===== src/sv/mdpa_pkg.sv =====
package mdpa_pkg;

    // Number of accumulators; positions wrap at this power of two.
    localparam int VECTOR_LENGTH = 1024;

    typedef struct packed {
        logic [9:0]  position;
        logic [62:0] factor_a;
        logic [62:0] factor_b;
        logic        first_term;
        logic        last_term;
    } in_item_t;

    typedef struct packed {
        logic [9:0]  out_position;
        logic [62:0] residue;
    } out_item_t;

    localparam logic [0:0] REG_MODULUS = 1'b0;
    localparam logic [0:0] REG_FACTOR  = 1'b1;

    // Product of 63x63 operands, split in four partials of the 32-bit and 31-bit halves.
    typedef struct packed {
        logic [9:0]  position;
        logic        first_term;
        logic        last_term;
        logic [63:0] ll;
        logic [63:0] lh;
        logic [63:0] hl;
        logic [63:0] hh;
    } prod_t;

    // Entry of the queue between the accumulate front and the reduce back.
    typedef struct packed {
        logic [9:0]   position;
        logic [127:0] sum;
    } red_item_t;

    function automatic logic [5:0] msb_index(input logic [62:0] v);
        logic [5:0] n;
        n = '0;
        for (int i = 1; i < 63; i++)
        begin
            if (v[i])
                n = 6'(i);
        end
        return n;
    endfunction

endpackage


===== src/sv/mdpa_queue.sv =====
// Short queue between front and back. Space is reserved for items still
// inside the front pipeline, so the front stalls only on the reservation.
module mdpa_queue (
    input  logic                clk,
    input  logic                rst_n,
    input  mdpa_pkg::red_item_t wr_data,
    input  logic                wr_en,
    output logic                room,
    output mdpa_pkg::red_item_t rd_data,
    output logic                rd_valid,
    input  logic                rd_pop
);
    import mdpa_pkg::*;

    localparam int DEPTH = 8;
    red_item_t   mem_reg [DEPTH];
    logic [2:0]  wp_reg, rp_reg;
    logic [3:0]  cnt_reg, cnt_next;

    assign rd_valid = cnt_reg != 4'd0;
    assign rd_data  = mem_reg[rp_reg];
    // Two items may still be in the front stages and one entering.
    assign room     = cnt_reg <= 4'd4;
    assign cnt_next = cnt_reg + {3'd0, wr_en} - {3'd0, rd_pop && rd_valid};

    always_ff @(posedge clk or negedge rst_n)
    begin
        if (!rst_n)
        begin
            wp_reg  <= '0;
            rp_reg  <= '0;
            cnt_reg <= '0;
        end
        else
        begin
            if (wr_en)
                wp_reg <= wp_reg + 3'd1;
            if (rd_pop && rd_valid)
                rp_reg <= rp_reg + 3'd1;
            cnt_reg <= cnt_next;
        end
    end

    always_ff @(posedge clk)
    begin
        if (wr_en)
            mem_reg[wp_reg] <= wr_data;
    end
endmodule


===== config.mk =====
export PLATFORM = sky130hd
export DESIGN_NAME = mdpa_queue
export DESIGN_NICKNAME = d
export VERILOG_FILES = /design/src/sv/mdpa_pkg.sv /design/src/sv/mdpa_queue.sv
export SDC_FILE = /design/constraint.sdc
export NUM_CORES = 1
export LEC_CHECK = 0
export BUFFER_PORTS_ARGS = -buffer_cell sky130_fd_sc_hd__buf_2
export CAP_MARGIN = 20
export CORE_AREA = 2 2 337 339
export DETAILED_ROUTE_END_ITERATION = 8
export DIE_AREA = 0 0 339 341
export PLACE_DENSITY_LB_ADDON = 0.25
export SETUP_SLACK_MARGIN = 0.5
export SYNTH_ARGS = -nofsm -noshare
export SYNTH_HDL_FRONTEND = slang
export SYNTH_SLANG_ARGS = --single-unit

===== constraint.sdc =====
create_clock -name clk -period 14.23 [get_ports clk]
set_input_delay 1.423 -clock clk [delete_from_list [all_inputs] [get_ports clk]]
set_output_delay 1.423 -clock clk [all_outputs]
set_load 0.005 [all_outputs]

**After elaboration in Yosys (flattened, before gate mapping)**

Memory sizes are Yosys's and may differ from the RTL's.
Cells that the tools add are included.

- Magnitude comparators: 1
- Bitwise logic cells: 0
- Div/mod/pow operators: 0
- Multiply operators: 0
- $add $sub $neg: 4
- Reduce and logical (&&, ||, !) cells: 2
- Shift-type cells: 0
- Multiplexer cells: 2
- Equality and inequality tests: 0

Operators with widths:

| cell | count |
|---|---|
| $add A3 B1 Y3 const B | 2 |
| $add A4 B1 Y4 | 1 |
| $le A4 B3 Y1 const B | 1 |
| $reduce_bool A4 Y1 | 1 |
| $sub A4 B1 Y4 | 1 |
| $mux W1 | 2 |
| $logic_and A1 B1 Y1 | 1 |

- Bits of input ports: 142
- Output and inout bits: 140
- Bits in latches: 0
- Memory bits (read-only): 0
- Memories: 1
- Logic and storage cells: 13
- Flip-flop bits (word level): 10
- RAM bits: 1104

Memories:

| name | words | bits a word | read ports | clocked after Yosys merged registers in | write ports | RTL line | source |
|---|---|---|---|---|---|---|---|
| mem_reg | 8 | 138 | 1 | 0 | 1 | mdpa_queue.sv:16 | `red_item_t mem_reg [DEPTH];` |

**Logic depth before layout (Yosys ltp)**

Gate-level depths: netlist of the first run.

- Depth after elaboration: 3
- Depth in mapped cells: 11
- Mapped depth without buffers: 11

**Worst setup path before layout of the first run**

OpenSTA, ideal clock, no wires.

- Path kind: in2reg
- From: input wr_en
- To: memory mem_reg[0][0] in the netlist's numbering (enable)
- Path buffers: 0
- Library setup time: 0.804 ns
- Setup slack: 2.599 ns
- Arrival time: 10.827 ns
- Required time: 13.426 ns
- Cell stages on the path: 2
- Cells stage by stage: nand2b_1 -> nor3_1

- Word-level cells in the longest chain between the ends: 2

RTL lines:

| item | RTL line | source |
|---|---|---|
| from (decl) | mdpa_queue.sv:7 | `input logic wr_en,` |
| $mux W1 | mdpa_queue.sv:46 | `if (wr_en)` |
| $mux W1 (not written as such) | mdpa_queue.sv:47 | `mem_reg[wp_reg] <= wr_data;` |
| to (decl) | mdpa_queue.sv:16 |  |

Every way passes these cells.

==> reports/qor.yml, run 1 <==
slew_headroom_pct: 24.5
drtPass1Iterations: 6
synthTopCellsByArea: "edfxtp_1 78%, mux4_2 11%, mux4_1 4.1%"
whs_ps: 572
run_status: "finished clean"
largest_register_ffs: 1104
finalSetupViolCount: 0
antenna_found_initial: 18
clkSlewWorstSetupHoldPaths_ps: 60
wl_um: 87700
cp_max_fo: 43
dieHeight_um: 341
drt_iter0_drc: 1220
final_util_pct: 43.9
post_cts_buffers: 0
synth.most_common_cell: "edfxtp_1"
skew_ps: 26.4
avgSynthCellArea_um2: 25.6
ys_types: 24
synth_warnings: 0
cts.sinks: 1114
hold_buffers: 0
portBuffers: 281
period_share_pct: 40.9
syn2layout_area_growth_pct: 16.3
power_density_mw_per_mm2: 204
n_fill_cell: 9467
async_reset_ff_share_pct: 0.898
grt_max_degree: 109
clockBufferDepth: 3
worst_setup_path_end_kind: "output port"
fin_nets: 2159
critPathArrivalTime_ps: 4390
timing.rr.end: "mem_reg[1][116]"
maxCapViolCount: 0
synth_nets: 1803
drc: 0
clock.fmax_ghz: 0.172
vdd_drop_max_mv: 0.153
syn_area_mm2: 0.0423
synthTopCellsByCount: "1104 x edfxtp_1, 210 x mux4_2, 140 x mux2_2"
synthCells: 1652
rows: 123
crit_end: "rd_data[101]"
overflow: 0
worst-r2r-setup-slack_ps: 10910
min_path_type: "reg -> reg"
final_antenna_net_count: 0
ys_seq_elements: 1114
coreArea_mm2: 0.112
initial_core_util_pct: 37.8
placed_cell_area_mm2: 0.0454
seq_area_frac_synth_pct: 79.0
grt_pass1_wl_um: 130000
fin_crit_ps: 5810
floorplan.die_area_mm2: 0.116
dpl.cell_count: 3393
min-delay-start: "wp_reg[1]"
clock-root-buffer: "clkbuf_16"
fin_setup_tns_ps: 0
required_ps: 12810
cp-startpoint: "rp_reg[0]"
worst_pin_slew_ps: 1130
finalNonFillerCells: 3603
netlist.area_leader.share_pct: 78.4
place_congestion: 0.680
synth_ff_type: "edfxtp_1"
clock_latency_ps: 700
cts_resized: 0
final_cell_area_mm2: 0.0491
route.vias.total: 18400
wl_per_cell_um: 24.3
ios: 282
drive_gt1_share_pct: 40.2
dp_hpwl_um: 46600
leakagePower_uw: 0.0160
fp.dieW_um: 339
reg2reg_from: "wp_reg[1]"
grt_setup_unrepaired: "no"
synth-edff-count: 1104
htree_levels: 3
track_usage_pct: 15.1
slew_viol_final: 0
hold_violations: 0
grt_pass1_vias: 19900
cts_tree: "built"
worstSetupPathType: "reg -> out"
reg2regPathDepth: 4
synth_top_cell_by_area: "edfxtp_1"
worstSetupStartpointType: "flop"
vias_per_cell: 5.11
cts_buffers: 113
==> how the worst min path moves through the flow <==
stage | to | slack [ps] | cells after the start
global placement | wp_reg[1] | 540 | 1
finish | wp_reg[1] | 570 | 1
floorplan | wp_reg[2] | 520 | 1
CTS | rp_reg[1] | 530 | 1
global route | rp_reg[1] | 560 | 1
detailed placement | wp_reg[1] | 550 | 1
==> metal layers <==
layer,share of wire [%],global-route usage (%),vias up
li1,-,-,7903
met1,42,19.5,9880
met2,50,25.3,442
met3,5.9,4.04,174
met4,2.4,4.11,28
met5,0.20,0,-
==> cells in the final DEF (no fill, tap or decap), types with 4 or more instances in the layout <==
| cell | n |
|---|---|
| clkbuf_16 | 114 |
| ha_1 | 8 |
| dfrtp_1 | 7 |
| clkinv_1 | 22 |
| mux4_2 | 210 |
| buf_2 | 281 |
| clkinvlp_4 | 7 |
| edfxtp_1 | 1104 |
| clkinv_2 | 18 |
| mux4_1 | 66 |
| bufinv_16 | 16 |
| xnor2_1 | 4 |
| inv_1 | 9 |
| inv_6 | 4 |
| buf_4 | 36 |
| nor2_4 | 6 |
| clkbuf_1 | 21 |
| nand2_1 | 4 |
| mux2_2 | 140 |
==> area by class of cell <==
cell class / count / area (µm²) / area share [%]
clock inverters: 72 / 815 / 1.66
clock buffers: 135 / 2930 / 5.97
inverters: 9 / 33.8 / 0.0687
diodes: 3 / 7.51 / 0.0153
flip-flops and latches: 1114 / 33400 / 68.0
multi-input cells: 452 / 8370 / 17.0
well taps: 1500 / 1880 / 3.82
repair buffers: 318 / 1700 / 3.45
==> critical path: stages, from the launching register on <==
cell	delay (ps)
dfrtp_4	1020
buf_4	730
buf_4	750
mux4_1	640
mux2_2	310
buf_2	130
==> per-stage QoR <==
stage	total power, µW	setup WS (ps)
after floorplan	6280	2600
after global placement	7170	9060
after detailed placement	7220	9030
after CTS	10200	8230
after global routing	10500	8020
final	10000	8420
==> where the power goes <==
group          switching, µW  internal [µW]  leakage, µW
clock                   1220           1760      0.00181
sequential               195           4120       0.0101
combinational           1370           1370      0.00405
==> logic make-up after synthesis <==
kind of cell | after synthesis | synth area share [%]
AOI/OAI and AO/OA | 3 | 0.0414
muxes | 416 | 19.0
DFF | 1114 | 79.0
xor gates and xnor gates | 6 | 0.124
adders and majority gates | 9 | 0.284
and+or+nand+nor | 18 | 0.201
buffers and inverters | 86 | 1.29
Note: power is estimated with default switching activity, not from simulation.
==> inputs of run 2 (changes only) <==
clock period = 5.8 ns   (was 14.23 ns; I/O delays follow)
==> run 2 against run 1 <==
Combinational power increased by 150%. Sequential share of layout area down 0.41 points. Critical path type unchanged. Core utilization up 0.27 points. Worst hold slack got worse by 430 ps. Sequential cell count did not move. First-iteration DRC count decreased by 1.7%. Worst setup slack worse by 6600 ps. Clock skew shrank 3.4 ps. Largest power group unchanged. Clock-buffer cell count increased by 2. Clock power up 150%. Critical endpoint is now rd_data[89]. Via count fell by 0.51%.
==> reports/qor.yml, run 2 (synthesized netlist as in run 1, its figures left out) <==
maxCapViolCount: 0  # unchanged
path_delay_family: "flip-flops"  # was buffers and inverters
seq_power_share_pct: 42.7  # was 43.0%
coreArea_mm2: 0.112  # unchanged
cts_resized: 0  # unchanged
drtPass1Iterations: 4  # was 6
post_cts_buffers: 0  # unchanged
place_congestion: 0.704  # was 0.680
skew_ps: 23.0  # was 26.4 ps
clock-root-buffer: "clkbuf_16"  # unchanged
critPathArrivalTime_ps: 3420  # was 4390 ps
p_total_uw: 24800  # was 10000 µW
clkPwrFrac_pct: 29.8  # was 29.7%
dpl_worst_slack_ps: 2440  # was 9030 ps
cp.depth: 4  # was 5
track_usage_pct: 15.2  # was 15.1%
cp_slowest_cell: "dfrtp_4"  # unchanged
grt_pass1_wl_um: 131000  # was 130000 µm
p_switching_uw: 6840  # was 2780 µW
clkSlewWorstSetupHoldPaths_ps: 60  # about the same
min-delay-start: "wr_data[129]"  # was wp_reg[1]
reg2reg_from: "wp_reg[1]"  # unchanged
hold_violations: 0  # unchanged
dieHeight_um: 341  # unchanged
worst_setup_path_end_kind: "output port"  # unchanged
cts.sinks: 1114  # unchanged
grt_max_degree: 87  # was 109
min_path_type: "in -> reg"  # was reg -> reg
slew_viol_final: 0  # unchanged
antenna_found_initial: 21  # was 18
wl_per_cell_um: 24.4  # was 24.3 µm
drt_iter0_drc: 1199  # was 1220
overflow: 0  # unchanged
intPower_uw: 18000  # was 7240 µW
cp-startpoint: "rp_reg[0]"  # unchanged
largest_register_ffs: 1104  # unchanged
n_fill_cell: 9426  # was 9467
slew_headroom_pct: 28.9  # was 24.5%
path_cells: "buf_12, mux4_1, mux2_2, buf_2"  # was buf_4, buf_4, mux4_1, mux2_2, buf_2
syn2layout_area_growth_pct: 17.0  # was 16.3%
drc: 0  # unchanged
p_sw_share_pct: 27.6  # was 27.8%
vias_per_cell: 5.08  # was 5.11
grt_pass1_vias: 20000  # was 19900
grt_setup_unrepaired: "no"  # unchanged
hold_buffers: 1  # was 0
fin_nets: 2156  # was 2159
run_status: "finished clean"  # unchanged
htree_levels: 3  # unchanged
portBuffers: 281  # unchanged
clockBufferDepth: 3  # unchanged
cp_max_fo: 68  # was 43
fp.dieW_um: 339  # unchanged
cts_buffers: 113  # unchanged
timing.rr.end: "mem_reg[4][92]"  # was mem_reg[1][116]
hold_end: "mem_reg[6][129]"  # was wp_reg[1]
worstSetupPathType: "reg -> out"  # unchanged
ios: 282  # unchanged
reg2regPathDepth: 4  # unchanged
worstSetupStartpointType: "flop"  # unchanged
cts_tree: "built"  # unchanged
wl_um: 88000  # was 87700 µm
dp_hpwl_um: 46100  # was 46600 µm
worst_pin_slew_ps: 1070  # was 1130 ps
period_share_pct: 68.9
initial_core_util_pct: 37.8  # unchanged
clock.fmax_ghz: 0.250
critPathBufInv: 2  # was 3
clock_latency_ps: 710  # was 700 ps
floorplan.die_area_mm2: 0.116  # unchanged
route.vias.total: 18300  # was 18400
required_ps: 5220  # was 12810 ps
final_cell_mix: "1104 x edfxtp_1, 281 x buf_2, 210 x mux4_2"  # unchanged
hold_path_depth: 1  # unchanged
mostFrequentLayoutCell: "edfxtp_1"  # unchanged
rows: 123  # unchanged
leakagePower_uw: 0.0161  # was 0.0160 µW
p_comb_share_pct: 27.5  # was 27.2%
vdd_drop_max_mv: 0.335  # was 0.153 mV
power_density_mw_per_mm2: 502  # was 204 mW/mm²
finalSetupViolCount: 0  # unchanged
drive_gt1_share_pct: 39.9  # was 40.2%
fin_crit_ps: 4000
final_antenna_net_count: 0  # unchanged
fin_ws_ps: 1800  # was 8420 ps
max_stage_delay_ps: 1030  # was 1020 ps
worst-r2r-setup-slack_ps: 3240  # was 10910 ps
-- run 2: cell types whose count changed in the layout (fill, tap and decap cells not counted), moves of 2 or more --
cell / change
clkinvlp_4: -4
diode_2: +4
clkinv_1: +4
inv_6: -2
buf_4: -22
bufinv_16: +2
inv_16: -2
nor3_4: +2
nor3_2: -2
clkinv_8: +3
buf_12: +18
-- run 2: power groups by stage --
stage	Sequential [µW]	Clock [µW]	Combinational, µW
2_1_floorplan	10600	0	4720
3_3_place_gp	10700	0	7000
3_5_place_dp	10800	0	7040
4_1_cts	10600	7600	7060
5_1_grt	10700	7900	7370
6_report	10600	7390	6810
-- run 2: stage by stage --
step | utilization [%] | cell area (µm²) | cells | hold WS, ps | TNS, ps
final | 44.2 | 49400 | 3608 | 139 | 0
after global routing | 44.2 | 49400 | 3602 | 119 | 0
after CTS | 44.2 | 49400 | 3601 | 76.9 | 0
after detailed placement | 40.8 | 45600 | 3389 | 456 | 0
after global placement | 40.8 | 45600 | 3389 | 454 | 0
after floorplan | - | 42300 | 1652 | 284 | -1089400
-- run 2: layout make-up --
type / count / area (µm²) / share of cell area (%)
antenna: 7 / 17.5 / 0.0354
clock buffer: 137 / 2960 / 5.99
clock inverter: 74 / 856 / 1.73
inverter: 9 / 33.8 / 0.0683
multi-input combinational: 452 / 8380 / 17.0
sequential: 1114 / 33400 / 67.6
tap: 1500 / 1880 / 3.80
timing repair buffer: 315 / 1900 / 3.85
-- run 2: worst max path at each step --
stage                    endpoint
finish                rd_data[89]
detailed placement    rd_data[93]
global route         rd_data[103]
CTS                  rd_data[103]
floorplan           mem_reg[1][0]
global placement     rd_data[103]
-- run 2: metal layers --
| layer | track usage [%] | up-vias | wire [µm] |
|---|---|---|---|
| met4 | 4.29 | 32 | 1740 |
| met5 | 0 | - | 206 |
| met2 | 25.0 | 378 | 43100 |
| li1 | - | 7917 | - |
| met3 | 3.98 | 153 | 5290 |
| met1 | 20.0 | 9853 | 37700 |
==> inputs of run 3 (changes only) <==
clock period = 4.1 ns   (was 5.8 ns; I/O delays follow)
==> run 3 against run 2 <==
Worst setup slack got worse by 1100 ps. Core utilization rose by 1.6 points. Register-to-register slack got worse by 1700 ps. Non-clock buffer count rose by 173. Sequential power rose by 41%. Highest routed layer unchanged. Sequential cell count did not move. Clock-buffer cell count rose by 17. Die area did not move. Largest cell class unchanged. Critical path depth rose by 1. Sequential share of layout area fell by 2.3 points. Wire length rose by 2.1%. Clock power rose by 39%.
==> reports/qor.yml, run 3 (synthesized netlist as in run 1, its figures left out) <==
drive_gt1_share_pct: 38.6  # was 39.9%
final_cell_mix: "1104 x edfxtp_1, 281 x buf_2, 210 x mux4_2"  # unchanged
reg2reg_from: "cnt_reg[3]"  # was wp_reg[1]
grt_pass1_wl_um: 134000  # was 131000 µm
portBuffers: 281  # unchanged
maxCapViolCount: 0  # unchanged
drt_iter0_drc: 1181  # was 1199
place_congestion: 0.698  # was 0.704
rows: 123  # unchanged
post_cts_buffers: 0  # unchanged
n_fill_cell: 9273  # was 9426
wl_per_cell_um: 23.7  # was 24.4 µm
grt_setup_unrepaired: "no"  # unchanged
ios: 282  # unchanged
clkPwrFrac_pct: 29.1  # was 29.8%
vias_per_cell: 5.00  # was 5.08
min-delay-start: "wr_en"  # was wr_data[129]
clockBufferDepth: 3  # unchanged
critPathArrivalTime_ps: 2940  # was 3420 ps
clock.fmax_ghz: 0.299
fin_crit_ps: 3350
finalSetupViolCount: 0  # unchanged
worstSetupStartpointType: "flop"  # unchanged
worst_setup_path_end_kind: "output port"  # unchanged
finalNonFillerCells: 3786  # was 3608
vdd_drop_max_mv: 0.465  # was 0.335 mV
cts_tree: "built"  # unchanged
clock-root-buffer: "clkbuf_16"  # unchanged
overflow: 0  # unchanged
cp-startpoint: "rp_reg[0]"  # unchanged
coreArea_mm2: 0.112  # unchanged
multi_input_area_mm2: 0.00840  # was 0.00838 mm²
clock_latency_ps: 690  # was 710 ps
fin_nets: 2335  # was 2156
grt_max_degree: 80  # was 87
grt_pass1_vias: 20700  # was 20000
run_status: "finished clean"  # unchanged
min_path_type: "in -> reg"  # unchanged
cts_buffers: 119  # was 113
path_cells: "buf_12, buf_4, mux4_1, mux2_2, buf_2"  # was buf_12, mux4_1, mux2_2, buf_2
leakagePower_uw: 0.0169  # was 0.0161 µW
period_share_pct: 81.7
intPower_uw: 25500  # was 18000 µW
skew_ps: 30.2  # was 23.0 ps
seq_power_share_pct: 42.1  # was 42.7%
p_switching_uw: 9810  # was 6840 µW
mostFrequentLayoutCell: "edfxtp_1"  # unchanged
p_comb_share_pct: 28.8  # was 27.5%
htree_levels: 3  # unchanged
largest_register_ffs: 1104  # unchanged
max_stage_delay_ps: 630  # was 1030 ps
hold_violations: 0  # unchanged
power_density_mw_per_mm2: 690  # was 502 mW/mm²
p_sw_share_pct: 27.8  # was 27.6%
fp.dieW_um: 339  # unchanged
initial_core_util_pct: 37.8  # unchanged
route.vias.total: 18900  # was 18300
worstSetupPathType: "reg -> out"  # unchanged
drtPass1Iterations: 4  # unchanged
wl_um: 89900  # was 88000 µm
cp_max_fo: 16  # was 68
track_usage_pct: 15.6  # was 15.2%
cp_slowest_cell: "dfrtp_4"  # unchanged
antenna_found_initial: 5  # was 21
slew_headroom_pct: 28.4  # was 28.9%
required_ps: 3690  # was 5220 ps
syn2layout_area_growth_pct: 21.2  # was 17.0%
final_antenna_net_count: 0  # unchanged
clkSlewWorstSetupHoldPaths_ps: 60  # about the same
slew_viol_final: 0  # unchanged
worst_pin_slew_ps: 1070  # about the same
drc: 0  # unchanged
regArea_mm2: 0.0334  # about the same
dp_hpwl_um: 48600  # was 46100 µm
dieHeight_um: 341  # unchanged
floorplan.die_area_mm2: 0.116  # unchanged
dpl.cell_count: 3423  # was 3389
cts.sinks: 1114  # unchanged
whs_ps: 110  # was 139 ps
-- run 3: per-layer routing --
layer | part of all wire, % | track usage (%) | vias to the layer above
li1 | - | - | 8267
met1 | 43 | 20.8 | 10100
met2 | 49 | 25.9 | 418
met3 | 5.1 | 3.51 | 143
met4 | 2.3 | 4.33 | 4
met5 | 0.023 | 0 | -
-- run 3: path summary, 6_finish.rpt --
path                                     to  slack, ps  cells past startpoint
worst max-delay path            rd_data[31]        750                      5
worst min-delay path              wp_reg[0]        110                      2
worst max register to register   cnt_reg[2]       1590                     11
worst min register to register    wp_reg[0]        600                      1
max in group asynchronous         rp_reg[2]       3680                      2
min in group asynchronous         rp_reg[1]        190                      2
-- run 3: critical path: cells and delay by family, from the launching register on --
family / cells / cell delay [ps]
muxes: 2 / 880
DFF: 1 / 630
buffers and inverters: 3 / 720
-- run 3: final cells by class --
cell class                 count  share of cell area, %
tap                         1500                   3.67
timing repair buffer         488                   7.23
clock inverter                63                   1.08
sequential                  1114                   65.3
multi-input combinational    452                   16.4
inverter                       9                 0.0660
clock buffer                 154                   6.27
antenna                        6                 0.0293
-- run 3: timing repair --
action	CTS	global route
setup endpoints to repair	0	1
hold buffers	140	0
hold endpoints to repair	1115	0
resized for setup	0	1
-- run 3: power groups by stage --
| stage | combinational (µW) | clock [µW] | sequential (µW) |
|---|---|---|---|
| finish | 10200 | 10300 | 14900 |
| global route | 11000 | 11000 | 15000 |
| CTS | 10500 | 10600 | 14900 |
| detailed placement | 10400 | 0 | 15200 |
| global placement | 10300 | 0 | 15100 |
| floorplan | 6710 | 0 | 14900 |
-- run 3: per-stage QoR --
step / area, µm² / utilization (%) / setup WS, ps / power, µW / TNS, ps
detailed placement: 46000 / 41.1 / 1350 / 25500 / 0
finish: 51200 / 45.8 / 752 / 35300 / 0
global route: 51200 / 45.8 / 550 / 37000 / 0
CTS: 51200 / 45.8 / 575 / 36000 / 0
global placement: 46000 / 41.1 / 1390 / 25400 / 0
floorplan: 42300 / - / -632 / 21600 / -228720
